### src/design/two_ended_mark_release_allocator_assert.svh
// Assertion helpers shared by the allocator modules.
// Both expect aclk and aresetn in scope.
`ifndef TWO_ENDED_MARK_RELEASE_ALLOCATOR_ASSERT_SVH
`define TWO_ENDED_MARK_RELEASE_ALLOCATOR_ASSERT_SVH

// Same-cycle implication
`define TEMA_ASSERT_NOW(lbl, ante, cons, msg) \
    lbl: assert property (@(posedge aclk) disable iff (!aresetn) (ante) |-> (cons)) \
        else $error(msg);

// Next-cycle implication
`define TEMA_ASSERT_NEXT(lbl, ante, cons, msg) \
    lbl: assert property (@(posedge aclk) disable iff (!aresetn) (ante) |=> (cons)) \
        else $error(msg);

`endif

### src/design/tema_pkg.sv
package tema_pkg;

    // Sizing
    localparam int MARK_DEPTH  = 16;
    localparam int ALIGN_BYTES = 8;
    localparam int ALIGN_LOG2  = (ALIGN_BYTES > 1) ? $clog2(ALIGN_BYTES) : 0;
    localparam int ADDR_W      = 32;
    localparam int REQ_W       = 32;
    localparam int CFG_W       = 32;
    localparam int PADDR_W     = 3;
    localparam int OP_W        = 2;
    localparam int STATUS_W    = 3;
    localparam int CNT_W       = $clog2(MARK_DEPTH + 1);
    localparam int IDX_W       = (MARK_DEPTH > 1) ? $clog2(MARK_DEPTH) : 1;

    // Register map: index taken from paddr bit 2
    localparam logic REG_BASE   = 1'b0;
    localparam logic REG_REGION = 1'b1;

    typedef enum logic [OP_W-1:0] {
        OP_ALLOC   = 2'd0,
        OP_MARK    = 2'd1,
        OP_RELEASE = 2'd2
    } op_t;

    typedef enum logic [STATUS_W-1:0] {
        ST_OK     = 3'd0,
        ST_ZERO   = 3'd1,
        ST_NOROOM = 3'd2,
        ST_WRAP   = 3'd3,
        ST_FULL   = 3'd4,
        ST_EMPTY  = 3'd5
    } status_t;

    typedef struct packed {
        logic push;
        logic pop;
        logic clear;
    } stk_cmd_t;

    typedef struct packed {
        logic full;
        logic empty;
    } stk_stat_t;

endpackage

### src/design/tema_mark_stack.sv
`include "two_ended_mark_release_allocator_assert.svh"

module tema_mark_stack (
    input  logic                          aclk,
    input  logic                          aresetn,
    input  tema_pkg::stk_cmd_t            cmd,
    input  logic [tema_pkg::ADDR_W-1:0]   push_data,
    output logic [tema_pkg::ADDR_W-1:0]   pop_data,
    output tema_pkg::stk_stat_t           stat
);
    import tema_pkg::*;

    logic [ADDR_W-1:0] mark_reg [MARK_DEPTH];
    logic [CNT_W-1:0]  count_reg;
    logic [CNT_W-1:0]  count_next;
    logic [CNT_W-1:0]  count_dec;
    logic [IDX_W-1:0]  push_idx;
    logic [IDX_W-1:0]  pop_idx;

    // Entry at the top of the stack and the next free slot
    assign count_dec = count_reg - CNT_W'(1);
    assign push_idx  = count_reg[IDX_W-1:0];
    assign pop_idx   = count_dec[IDX_W-1:0];
    assign pop_data  = mark_reg[pop_idx];

    assign stat.full  = (count_reg == CNT_W'(MARK_DEPTH));
    assign stat.empty = (count_reg == '0);

    // Advance the fill count
    always_comb begin
        count_next = count_reg;
        if (cmd.clear) begin
            count_next = '0;
        end else if (cmd.push) begin
            count_next = count_reg + CNT_W'(1);
        end else if (cmd.pop) begin
            count_next = count_dec;
        end
    end

    always_ff @(posedge aclk) begin
        if (!aresetn) begin
            count_reg <= '0;
        end else begin
            count_reg <= count_next;
        end
    end

    // Store the pushed pointer; entries hold no reset value
    always_ff @(posedge aclk) begin
        if (cmd.push && !cmd.clear) begin
            mark_reg[push_idx] <= push_data;
        end
    end

    `TEMA_ASSERT_NOW(a_count_bound, 1'b1, count_reg <= CNT_W'(MARK_DEPTH), "mark count overflow")
    `TEMA_ASSERT_NOW(a_no_push_full, cmd.push, !stat.full, "push into full mark stack")
    `TEMA_ASSERT_NOW(a_no_pop_empty, cmd.pop, !stat.empty, "pop from empty mark stack")

endmodule

### src/design/two_ended_mark_release_allocator.sv
// Flow: an accepted beat is captured in the input register, computed into the result
// register and held on m_valid until m_ready takes it. Throughput: one request per cycle
// unless the result stage stalls; the pointer and mark-count registers are read and
// updated by the single compute stage, so back-to-back requests see each other's effect.
// Reset: synchronous, active-low aresetn clears base, size, both pointers and both mark
// counts; stored mark entries keep whatever they held.
`include "two_ended_mark_release_allocator_assert.svh"

module two_ended_mark_release_allocator (
    input  logic                            aclk,
    input  logic                            aresetn,
    // Configuration port
    input  logic                            psel,
    input  logic                            penable,
    input  logic                            pwrite,
    input  logic [tema_pkg::PADDR_W-1:0]    paddr,
    input  logic [tema_pkg::CFG_W-1:0]      pwdata,
    output logic [tema_pkg::CFG_W-1:0]      prdata,
    output logic                            pready,
    // Request channel
    input  logic                            s_valid,
    output logic                            s_ready,
    input  logic [tema_pkg::OP_W-1:0]       s_op,
    input  logic                            s_from_top,
    input  logic [tema_pkg::REQ_W-1:0]      s_request_bytes,
    // Result channel
    output logic                            m_valid,
    input  logic                            m_ready,
    output logic [tema_pkg::ADDR_W-1:0]     m_block_address,
    output logic [tema_pkg::STATUS_W-1:0]   m_status
);
    import tema_pkg::*;

    localparam int SZ_W = ADDR_W + 1;

    // Configuration registers
    logic [CFG_W-1:0]  base_reg;
    logic [CFG_W-1:0]  region_reg;
    logic [CFG_W-1:0]  new_base;
    logic [CFG_W-1:0]  new_region;
    logic              cfg_wr;

    // Heap pointers
    logic [ADDR_W-1:0] low_ptr_reg;
    logic [ADDR_W-1:0] low_ptr_next;
    logic [ADDR_W-1:0] high_ptr_reg;
    logic [ADDR_W-1:0] high_ptr_next;

    // Input stage
    logic              in_valid_reg;
    op_t               op_reg;
    logic              from_top_reg;
    logic [REQ_W-1:0]  req_reg;

    // Result stage
    logic              out_valid_reg;
    logic [ADDR_W-1:0] out_addr_reg;
    status_t           out_status_reg;
    logic [ADDR_W-1:0] res_addr;
    status_t           res_status;

    // Handshake
    logic              s_fire;
    logic              advance;
    logic              step;

    // Size arithmetic
    logic [SZ_W-1:0]   size_raw;
    logic [SZ_W-1:0]   size_al;
    logic [SZ_W-1:0]   low_end;
    logic [SZ_W-1:0]   high_diff;
    logic              low_wrap;
    logic              low_noroom;
    logic              high_wrap;
    logic              high_noroom;

    // Mark stacks
    stk_cmd_t          lo_cmd;
    stk_cmd_t          hi_cmd;
    stk_stat_t         lo_stat;
    stk_stat_t         hi_stat;
    logic [ADDR_W-1:0] lo_top;
    logic [ADDR_W-1:0] hi_top;

    // APB side
    assign pready = 1'b1;
    assign cfg_wr = psel && penable && pwrite;
    assign prdata = (paddr[2] == REG_REGION) ? region_reg : base_reg;
    assign new_base   = (cfg_wr && paddr[2] == REG_BASE)   ? pwdata : base_reg;
    assign new_region = (cfg_wr && paddr[2] == REG_REGION) ? pwdata : region_reg;

    always_ff @(posedge aclk) begin
        if (!aresetn) begin
            base_reg   <= '0;
            region_reg <= '0;
        end else if (cfg_wr) begin
            base_reg   <= new_base;
            region_reg <= new_region;
        end
    end

    // Stage control: result register parts the two sides
    assign advance = !out_valid_reg || m_ready;
    assign step    = in_valid_reg && advance;
    assign s_ready = !in_valid_reg || advance;
    assign s_fire  = s_valid && s_ready;

    always_ff @(posedge aclk) begin
        if (!aresetn) begin
            in_valid_reg  <= 1'b0;
            out_valid_reg <= 1'b0;
        end else begin
            if (s_fire) begin
                in_valid_reg <= 1'b1;
            end else if (step) begin
                in_valid_reg <= 1'b0;
            end
            if (step) begin
                out_valid_reg <= 1'b1;
            end else if (m_ready) begin
                out_valid_reg <= 1'b0;
            end
        end
    end

    // Capture the request beat
    always_ff @(posedge aclk) begin
        if (s_fire) begin
            op_reg       <= op_t'(s_op);
            from_top_reg <= s_from_top;
            req_reg      <= s_request_bytes;
        end
    end

    // Round the size up to the alignment and check both ends
    assign size_raw    = SZ_W'(req_reg) + SZ_W'(ALIGN_BYTES - 1);
    assign size_al     = (size_raw >> ALIGN_LOG2) << ALIGN_LOG2;
    assign low_wrap    = size_al > {1'b0, ~low_ptr_reg};
    assign low_end     = {1'b0, low_ptr_reg} + size_al;
    assign low_noroom  = low_end > {1'b0, high_ptr_reg};
    assign high_wrap   = size_al > {1'b0, high_ptr_reg};
    assign high_diff   = {1'b0, high_ptr_reg} - size_al;
    assign high_noroom = high_diff[ADDR_W-1:0] < low_ptr_reg;

    // Decode the operation; state moves only when the stage advances or a register is written
    always_comb begin
        res_addr      = '0;
        res_status    = ST_OK;
        low_ptr_next  = low_ptr_reg;
        high_ptr_next = high_ptr_reg;
        lo_cmd        = '0;
        hi_cmd        = '0;
        case (op_reg)
            OP_ALLOC: begin
                if (req_reg == '0) begin
                    res_status = ST_ZERO;
                end else if (from_top_reg) begin
                    if (high_wrap) begin
                        res_status = ST_WRAP;
                    end else if (high_noroom) begin
                        res_status = ST_NOROOM;
                    end else begin
                        res_addr = high_diff[ADDR_W-1:0];
                        if (step) begin
                            high_ptr_next = high_diff[ADDR_W-1:0];
                        end
                    end
                end else begin
                    if (low_wrap) begin
                        res_status = ST_WRAP;
                    end else if (low_noroom) begin
                        res_status = ST_NOROOM;
                    end else begin
                        res_addr = low_ptr_reg;
                        if (step) begin
                            low_ptr_next = low_end[ADDR_W-1:0];
                        end
                    end
                end
            end
            OP_MARK: begin
                if (from_top_reg) begin
                    if (hi_stat.full) begin
                        res_status = ST_FULL;
                    end else begin
                        hi_cmd.push = step;
                    end
                end else begin
                    if (lo_stat.full) begin
                        res_status = ST_FULL;
                    end else begin
                        lo_cmd.push = step;
                    end
                end
            end
            OP_RELEASE: begin
                if (from_top_reg) begin
                    if (hi_stat.empty) begin
                        res_status = ST_EMPTY;
                    end else begin
                        hi_cmd.pop = step;
                        if (step) begin
                            high_ptr_next = hi_top;
                        end
                    end
                end else begin
                    if (lo_stat.empty) begin
                        res_status = ST_EMPTY;
                    end else begin
                        lo_cmd.pop = step;
                        if (step) begin
                            low_ptr_next = lo_top;
                        end
                    end
                end
            end
            default: begin
                res_status = ST_OK;
            end
        endcase
        // Re-initialise the heap on any register write
        if (cfg_wr) begin
            low_ptr_next  = ADDR_W'(new_base);
            high_ptr_next = ADDR_W'(new_base) + ADDR_W'(new_region);
            lo_cmd.clear  = 1'b1;
            hi_cmd.clear  = 1'b1;
        end
    end

    always_ff @(posedge aclk) begin
        if (!aresetn) begin
            low_ptr_reg  <= '0;
            high_ptr_reg <= '0;
        end else begin
            low_ptr_reg  <= low_ptr_next;
            high_ptr_reg <= high_ptr_next;
        end
    end

    // Hold the result beat until taken
    always_ff @(posedge aclk) begin
        if (step) begin
            out_addr_reg   <= res_addr;
            out_status_reg <= res_status;
        end
    end

    assign m_valid         = out_valid_reg;
    assign m_block_address = out_addr_reg;
    assign m_status        = out_status_reg;

    tema_mark_stack u_low_marks (
        .aclk      (aclk),
        .aresetn   (aresetn),
        .cmd       (lo_cmd),
        .push_data (low_ptr_reg),
        .pop_data  (lo_top),
        .stat      (lo_stat)
    );

    tema_mark_stack u_high_marks (
        .aclk      (aclk),
        .aresetn   (aresetn),
        .cmd       (hi_cmd),
        .push_data (high_ptr_reg),
        .pop_data  (hi_top),
        .stat      (hi_stat)
    );

    `TEMA_ASSERT_NEXT(a_fail_keeps_ptrs, step && !cfg_wr && res_status != ST_OK, (low_ptr_reg == $past(low_ptr_reg)) && (high_ptr_reg == $past(high_ptr_reg)), "failed request moved a pointer")
    `TEMA_ASSERT_NOW(a_fail_zero_addr, m_valid && m_status != ST_OK, m_block_address == '0, "failed request returned an address")
    `TEMA_ASSERT_NEXT(a_stage_holds, in_valid_reg && !advance, in_valid_reg, "input stage dropped a waiting beat")
    `TEMA_ASSERT_NEXT(a_step_shows, step, out_valid_reg, "computed beat not presented")

endmodule
### config.mk
export PLATFORM = sky130hd
export DESIGN_NAME = two_ended_mark_release_allocator
export DESIGN_NICKNAME = d
export VERILOG_FILES = /design/src/design/tema_pkg.sv /design/src/design/tema_mark_stack.sv /design/src/design/two_ended_mark_release_allocator.sv
export VERILOG_INCLUDE_DIRS = /design/src /design/src/design
export SDC_FILE = /design/constraint.sdc
export NUM_CORES = 2
export LEC_CHECK = 0
export BUFFER_PORTS_ARGS = -buffer_cell sky130_fd_sc_hd__buf_2
export CORE_UTILIZATION = 60
export DETAILED_ROUTE_END_ITERATION = 8
export GPL_TIMING_DRIVEN = 0
export PLACE_DENSITY = 0.77
export SYNTH_ARGS = -nofsm -noshare
export SYNTH_HDL_FRONTEND = slang
export SYNTH_SLANG_ARGS = --single-unit
export TNS_END_PERCENT = 50
### constraint.sdc
create_clock -name aclk -period 7.7 [get_ports aclk]
set_clock_uncertainty 0.05 [all_clocks]
set_input_delay 1.155 -clock aclk [delete_from_list [all_inputs] [get_ports aclk]]
set_output_delay 1.155 -clock aclk [all_outputs]
set_load 0.1 [all_outputs]
## After elaboration in Yosys (flattened, before gate mapping)

Memories as Yosys holds them, arrays and structs flattened.
Index checks and enable logic that the tools add are counted.

| cells by class | value |
|---|---|
| eq/ne operators | 17 |
| bitwise logic cells | 4 |
| $add $sub $neg | 8 |
| reduce and logical (&&, ||, !) cells | 26 |
| muxes and demuxes | 66 |
| $lt $le $gt $ge | 4 |

Operator list:

| kind | count |
|---|---|
| 32-bit two-way mux | 26 |
| 32-bit case mux with 2 select lines | 2 |
| 33-bit by 32-bit > comparator with 1-bit output | 3 |
| 3-bit inequality test, second input constant | 13 |
| 32-bit by 3-bit adder with 33-bit output, second input constant | 1 |
| 32-bit by 33-bit adder with 33-bit output | 1 |
| 32-bit adder | 1 |
| 32-bit zero test | 1 |
| 32-bit < comparator | 1 |
| 32-bit inverter | 1 |
| 32-bit subtractor | 1 |
| 3-bit two-way mux | 8 |
| 1-bit two-way mux | 21 |
| 5-bit two-way mux | 4 |
| 9-bit AND reduction | 2 |
| 5-bit by 1-bit adder with 5-bit output, second input constant | 2 |
| 5-bit == test, second input constant | 2 |
| 5-bit zero test | 2 |
| 5-bit by 1-bit subtractor with 5-bit output, second input constant | 2 |
| 3-bit case mux with 3 select lines | 1 |
| 1-bit logical AND | 8 |
| 2-bit two-way mux | 4 |
| 2-bit nonzero test | 4 |
| 2-bit OR reduction | 2 |
| other kinds (7) | 12 |

| word-level totals | value |
|---|---|
| output and inout port bits | 70 |
| input port bits | 77 |
| memories kept | 2 |
| memory bits (writable) | 1024 |
| bits in registers | 210 |
| logic and storage cells | 140 |

Memory list:

| memory | words | width | read ports | clocked after memory_dff | wr ports | line | RTL |
|---|---|---|---|---|---|---|---|
| u_high_marks.mark_reg | 16 | 32 | 1 | 0 | 1 | tema_mark_stack.sv:13 | `logic [ADDR_W-1:0] mark_reg [MARK_DEPTH];` |
| u_low_marks.mark_reg | 16 | 32 | 1 | 0 | 1 | tema_mark_stack.sv:13 |  |

## Longest topological paths before layout

| depth | value |
|---|---|
| word-level depth | 10 |
| depth in mapped cells | 31 |
| mapped depth without buffers | 29 |

## Hierarchy

From an unflattened synthesis, not the netlist that was laid out.

| unflattened totals | value |
|---|---|
| cell total of the unflattened synthesis | 3724 |
| area, all modules | 56241.4 um2 |

By module, submodules not included:

| module | times used | sequential area each (um2) | area an instance (um2) | cells each |
|---|---|---|---|---|
| tema_mark_stack at u_low_marks | 1 | 15474.8 | 19907.8 | 892 |
| tema_mark_stack at u_high_marks | 1 | 15474.8 | 19867.8 | 890 |
| two_ended_mark_release_allocator | 1 | 4704.5 | 16465.8 | 1942 |

## Least setup slack after synthesis

OpenSTA, ideal clock, no wires.

| timing | value |
|---|---|
| kind | reg-to-reg |
| start | register req_reg[3] |
| end | register low_ptr_reg[28] |
| buffers on the path | 2 |
| setup time | 120 ps |
| data required time | 7530 ps |
| setup slack | 1904 ps |
| stages on the path, launching flop included | 28 |
| arrival | 5627 ps |
| cell sequence | edfxtp_1 o311ai_2 nor2_2 nand2_1 nor4_1 nand2_1 xnor2_1 ha_1 a21o_1 a211oi_1 o22ai_1 nor3_1 o31a_1 nand2b_1 a21oi_1 xnor2_1 ha_1 nand4_1 nor4_2 nand4_1 mux2_2 o31ai_1 nand3_1 nor3_1 o21ai_1 buf_4 buf_4 o31a_1 |

| between the ends | value |
|---|---|
| cells in the longest elaborated chain, start to end | 9 |

Ends and longest elaborated chain:

| what | line | RTL |
|---|---|---|
| from (decl) | two_ended_mark_release_allocator.sv:53 | `logic [REQ_W-1:0] req_reg;` |
| from (signal assigned) | two_ended_mark_release_allocator.sv:131 | `req_reg <= s_request_bytes;` |
| parallel branches: the longest is 9 deep, another holds 32-bit by 3-bit adder with 33-bit output | - |  |
| to (signal assigned) | two_ended_mark_release_allocator.sv:235 | `low_ptr_reg <= low_ptr_next;` |
| to (decl) | two_ended_mark_release_allocator.sv:44 | `logic [ADDR_W-1:0] low_ptr_reg;` |

Several ways; the timed one is not identified. The select of a mux whose other input is x is not followed.
A chain may end at the register's enable or synchronous reset.

## Final worst setup path

| timing | value |
|---|---|
| start | register req_reg[3] |
| end | register out_addr_reg[18] (netlist: m_block_address[18]) (data pin) |

| between the ends | value |
|---|---|
| cells in the longest elaborated chain, start to end | 6 |

Ends and longest elaborated chain:

| what | line | RTL |
|---|---|---|
| 32-bit by 3-bit adder with 33-bit output | two_ended_mark_release_allocator.sv:136 | `assign size_raw = SZ_W'(req_reg) + SZ_W'(ALIGN_BYTES - 1);` |
| 32-bit by 33-bit adder with 33-bit output or 32-bit subtractor (tied branches) | two_ended_mark_release_allocator.sv:139, two_ended_mark_release_allocator.sv:142 |  |
| 33-bit by 32-bit > comparator with 1-bit output or 32-bit < comparator (tied branches) | two_ended_mark_release_allocator.sv:140, two_ended_mark_release_allocator.sv:143 |  |
| 32-bit two-way mux (on tied branches) | two_ended_mark_release_allocator.sv:171, two_ended_mark_release_allocator.sv:160 |  |
| 32-bit two-way mux (on tied branches) | two_ended_mark_release_allocator.sv:169, two_ended_mark_release_allocator.sv:158 |  |
| 32-bit two-way mux | two_ended_mark_release_allocator.sv:157 | `end else if (from_top_reg) begin` |
| to (signal assigned) | two_ended_mark_release_allocator.sv:243 | `out_addr_reg <= res_addr;` |
| to (decl) | two_ended_mark_release_allocator.sv:57 | `logic [ADDR_W-1:0] out_addr_reg;` |

Several ways; a longest one is shown, not always the timed one.

==> metrics.yaml <==
multiInputGateArea_um2: 19130
antenna_found_initial: 6
tightestPinTransition_ns: 1.558
critPathKind: "register to register"
synth_warnings: 0
crit_cells: 28
cp_top_family: "simple AND/OR/NAND/NOR gates"
gp_congestion: 1.060
post-route-period-util: 0.9637
hold_viol: 0
die_area_um2: 94130
finalNetCount: 4169
power_frac_clock: 0.394
power_mw: 14.38
cts_sinks: 1234
h-tree-depth: 3
finalWirelength_um: 175400
seq_area_frac_synth: 0.6396
ys.flop_type: "edfxtp_1"
violations: "max-capacitance violations, max-slew violations"
coreArea_um2: 91800
portBuffers: 142
worstSkewPairLatency_ns: 0.76
finalCriticalPeriod_ns: 7.420
switching_power_mw: 3.522
cp.arrival_ns: 7.88
combPwrFrac: 0.086
synth_edf_count: 1094
cpPeakStageDelay_ns: 0.57
first_iter_violations: 4370
clkTransAtPathRegs_ns: 0.07
start_util: 0.6072
die_x_um: 306.8
drive_above_1_share: 0.2250
setup_slack_ns: 0.2799
async_flop_share: 0
setup_tns_ns: 0
critPathRequiredTime_ns: 8.16
endpoint_kind: "register"
n_fill_cell: 5918
track_usage: 0.3755
drtPass1Iterations: 9
syn-instance-count: 3557
ant_nets: 0
crit_slowest_cell: "xnor2_2"
cp_max_fo: 10
cts_buffer_depth: 3
ir_drop_uv: 328.6
start_kind: "register"
swShare: 0.2449
p_int_mw: 10.86
grt_pass1_vias: 34570
cts_tree: "yes"
rows: 111
grt_max_degree: 37
pre_cts_slack_ns: -0.7967
final_cell_mix: "edfxtp_1 (1094), mux4_2 (313), nand2_1 (194)"
synth_area_um2: 55740
die_h_um: 306.8
p_leak_nw: 22.15
status: "finished, violations left"
syn_area_per_cell_um2: 15.67
regArea_um2: 35650
min_delay_path_depth: 2
via_count: 35490
grt_pass1_wl_um: 246000
dp_hpwl_um: 118500
p_per_area_nw_per_um2: 227.8
hp-class: "register to register"
sequentialPowerShare: 0.519
placedCellCount: 5011
maxCapViolCount: 2
setup-violations-final: 0
ys_types: 81
ys_ff_latch: 1234
slew_headroom: -0.04803
fmax_mhz: 134.8
maxSlewViolCount: 12
layout_commonest_cell: "edfxtp_1"
drc_errors: 0
root_buffer: "clkbuf_16"
cp_common_cell: "nor4_4"
pin_count: 147
vias_per_cell: 6.773
wl_per_cell_um: 33.48
numCtsBuffers: 117
critPathBufInv: 3
syn_to_final_growth_pct: 13.25
fin_cells: 5240
r2r.worst_path.cells: 28
grt_overflow_total: 0
syn_nets: 3828
cts_hold_buf: 0
-- Yosys cell counts (all sizes together) (55+ instances only) --
cell type	number	share of area
clkbuf	96	0.0065
nand2	194	0.013
nor2	211	0.014
a21oi	182	0.016
ha	191	0.043
o21ai	88	0.0079
mux2	72	0.015
xnor2	69	0.011
nand3	55	0.0049
inv	152	0.010
dfxtp	140	0.050
edfxtp	1094	0.59
buf	74	0.0072
mux4	313	0.13
-- worst paths after layout --
path                       start             endpoint  slack, ns
setup reg to reg      req_reg[3]  m_block_address[18]       0.28
hold / removal    region_reg[31]       region_reg[31]       0.43
setup / recovery      req_reg[3]  m_block_address[18]       0.28
hold reg to reg   region_reg[31]       region_reg[31]       0.43
-- what timing repair did --
item | in CTS | in global routing
pin swaps | 0 | 6
buffers inserted | 0 | 10
cloned | 0 | 0
endpoints found under the setup margin | 62 | 63
gates resized for setup | 11 | 15
-- power groups by stage --
stage | clock network, mW | logic, mW | registers, mW
detailed placement | 0 | 1.17 | 7.60
floorplan | 0 | 0.725 | 7.58
CTS | 5.67 | 1.18 | 7.46
global route | 5.91 | 1.31 | 7.47
finish | 5.67 | 1.24 | 7.47
global placement | 0 | 1.15 | 7.60
-- stage by stage --
stage,instance area [um^2],hold slack (ns),util
2_1_floorplan,55740,0.3952,-
3_3_place_gp,58010,0.4129,0.6319
6_report,63130,0.4250,0.6877
5_1_grt,63130,0.4347,0.6877
4_1_cts,62950,0.4220,0.6857
3_5_place_dp,59170,0.4117,0.6445
-- kinds of logic (layout without fill, tap and decap cells) --
kind of cell	count (synthesis)	count (layout)	share of synthesized area
flops	1234	1234	0.6396
simple gates	708	708	0.05997
compound gates	555	555	0.06554
mux	437	437	0.1503
buf+inv	322	761	0.02388
fa+ha+maj	194	194	0.04395
xor+xnor	106	106	0.01665
other cells	1	2	0.00006727
-- metal layers --
| layer | track usage | vias up | part of all wire | routed length, um |
|---|---|---|---|---|
| met5 | 0 | - | 0.00039 | 69 |
| li1 | - | 14650 | - | - |
| met3 | 0.08966 | 589 | 0.10 | 18130 |
| met1 | 0.4620 | 17760 | 0.35 | 60750 |
| met4 | 0.2384 | 10 | 0.075 | 13140 |
| met2 | 0.6013 | 2487 | 0.48 | 83360 |
-- cell type report --
cell class,instances,area share
Tap cell,1243,0.02464
Clock buffer,151,0.04874
Sequential cell,1234,0.5648
Inverter,152,0.009038
Clock inverter,66,0.009791
Buffer,170,0.01209
Timing Repair Buffer,222,0.02783
Antenna cell,1,0.00003964
Multi-Input combinational cell,2001,0.3031
-- worst reg2reg max path: cells and delay by family, from the launching register on --
kind / cells / cell delay (ns)
xor+xnor: 2 / 0.70
fa+ha+maj: 2 / 0.75
buf+inv: 3 / 0.59
simple gates: 14 / 3.36
flops: 1 / 0.47
compound gates: 6 / 0.99
mux: 1 / 0.29
Note: power is estimated with default switching activity, not from simulation.
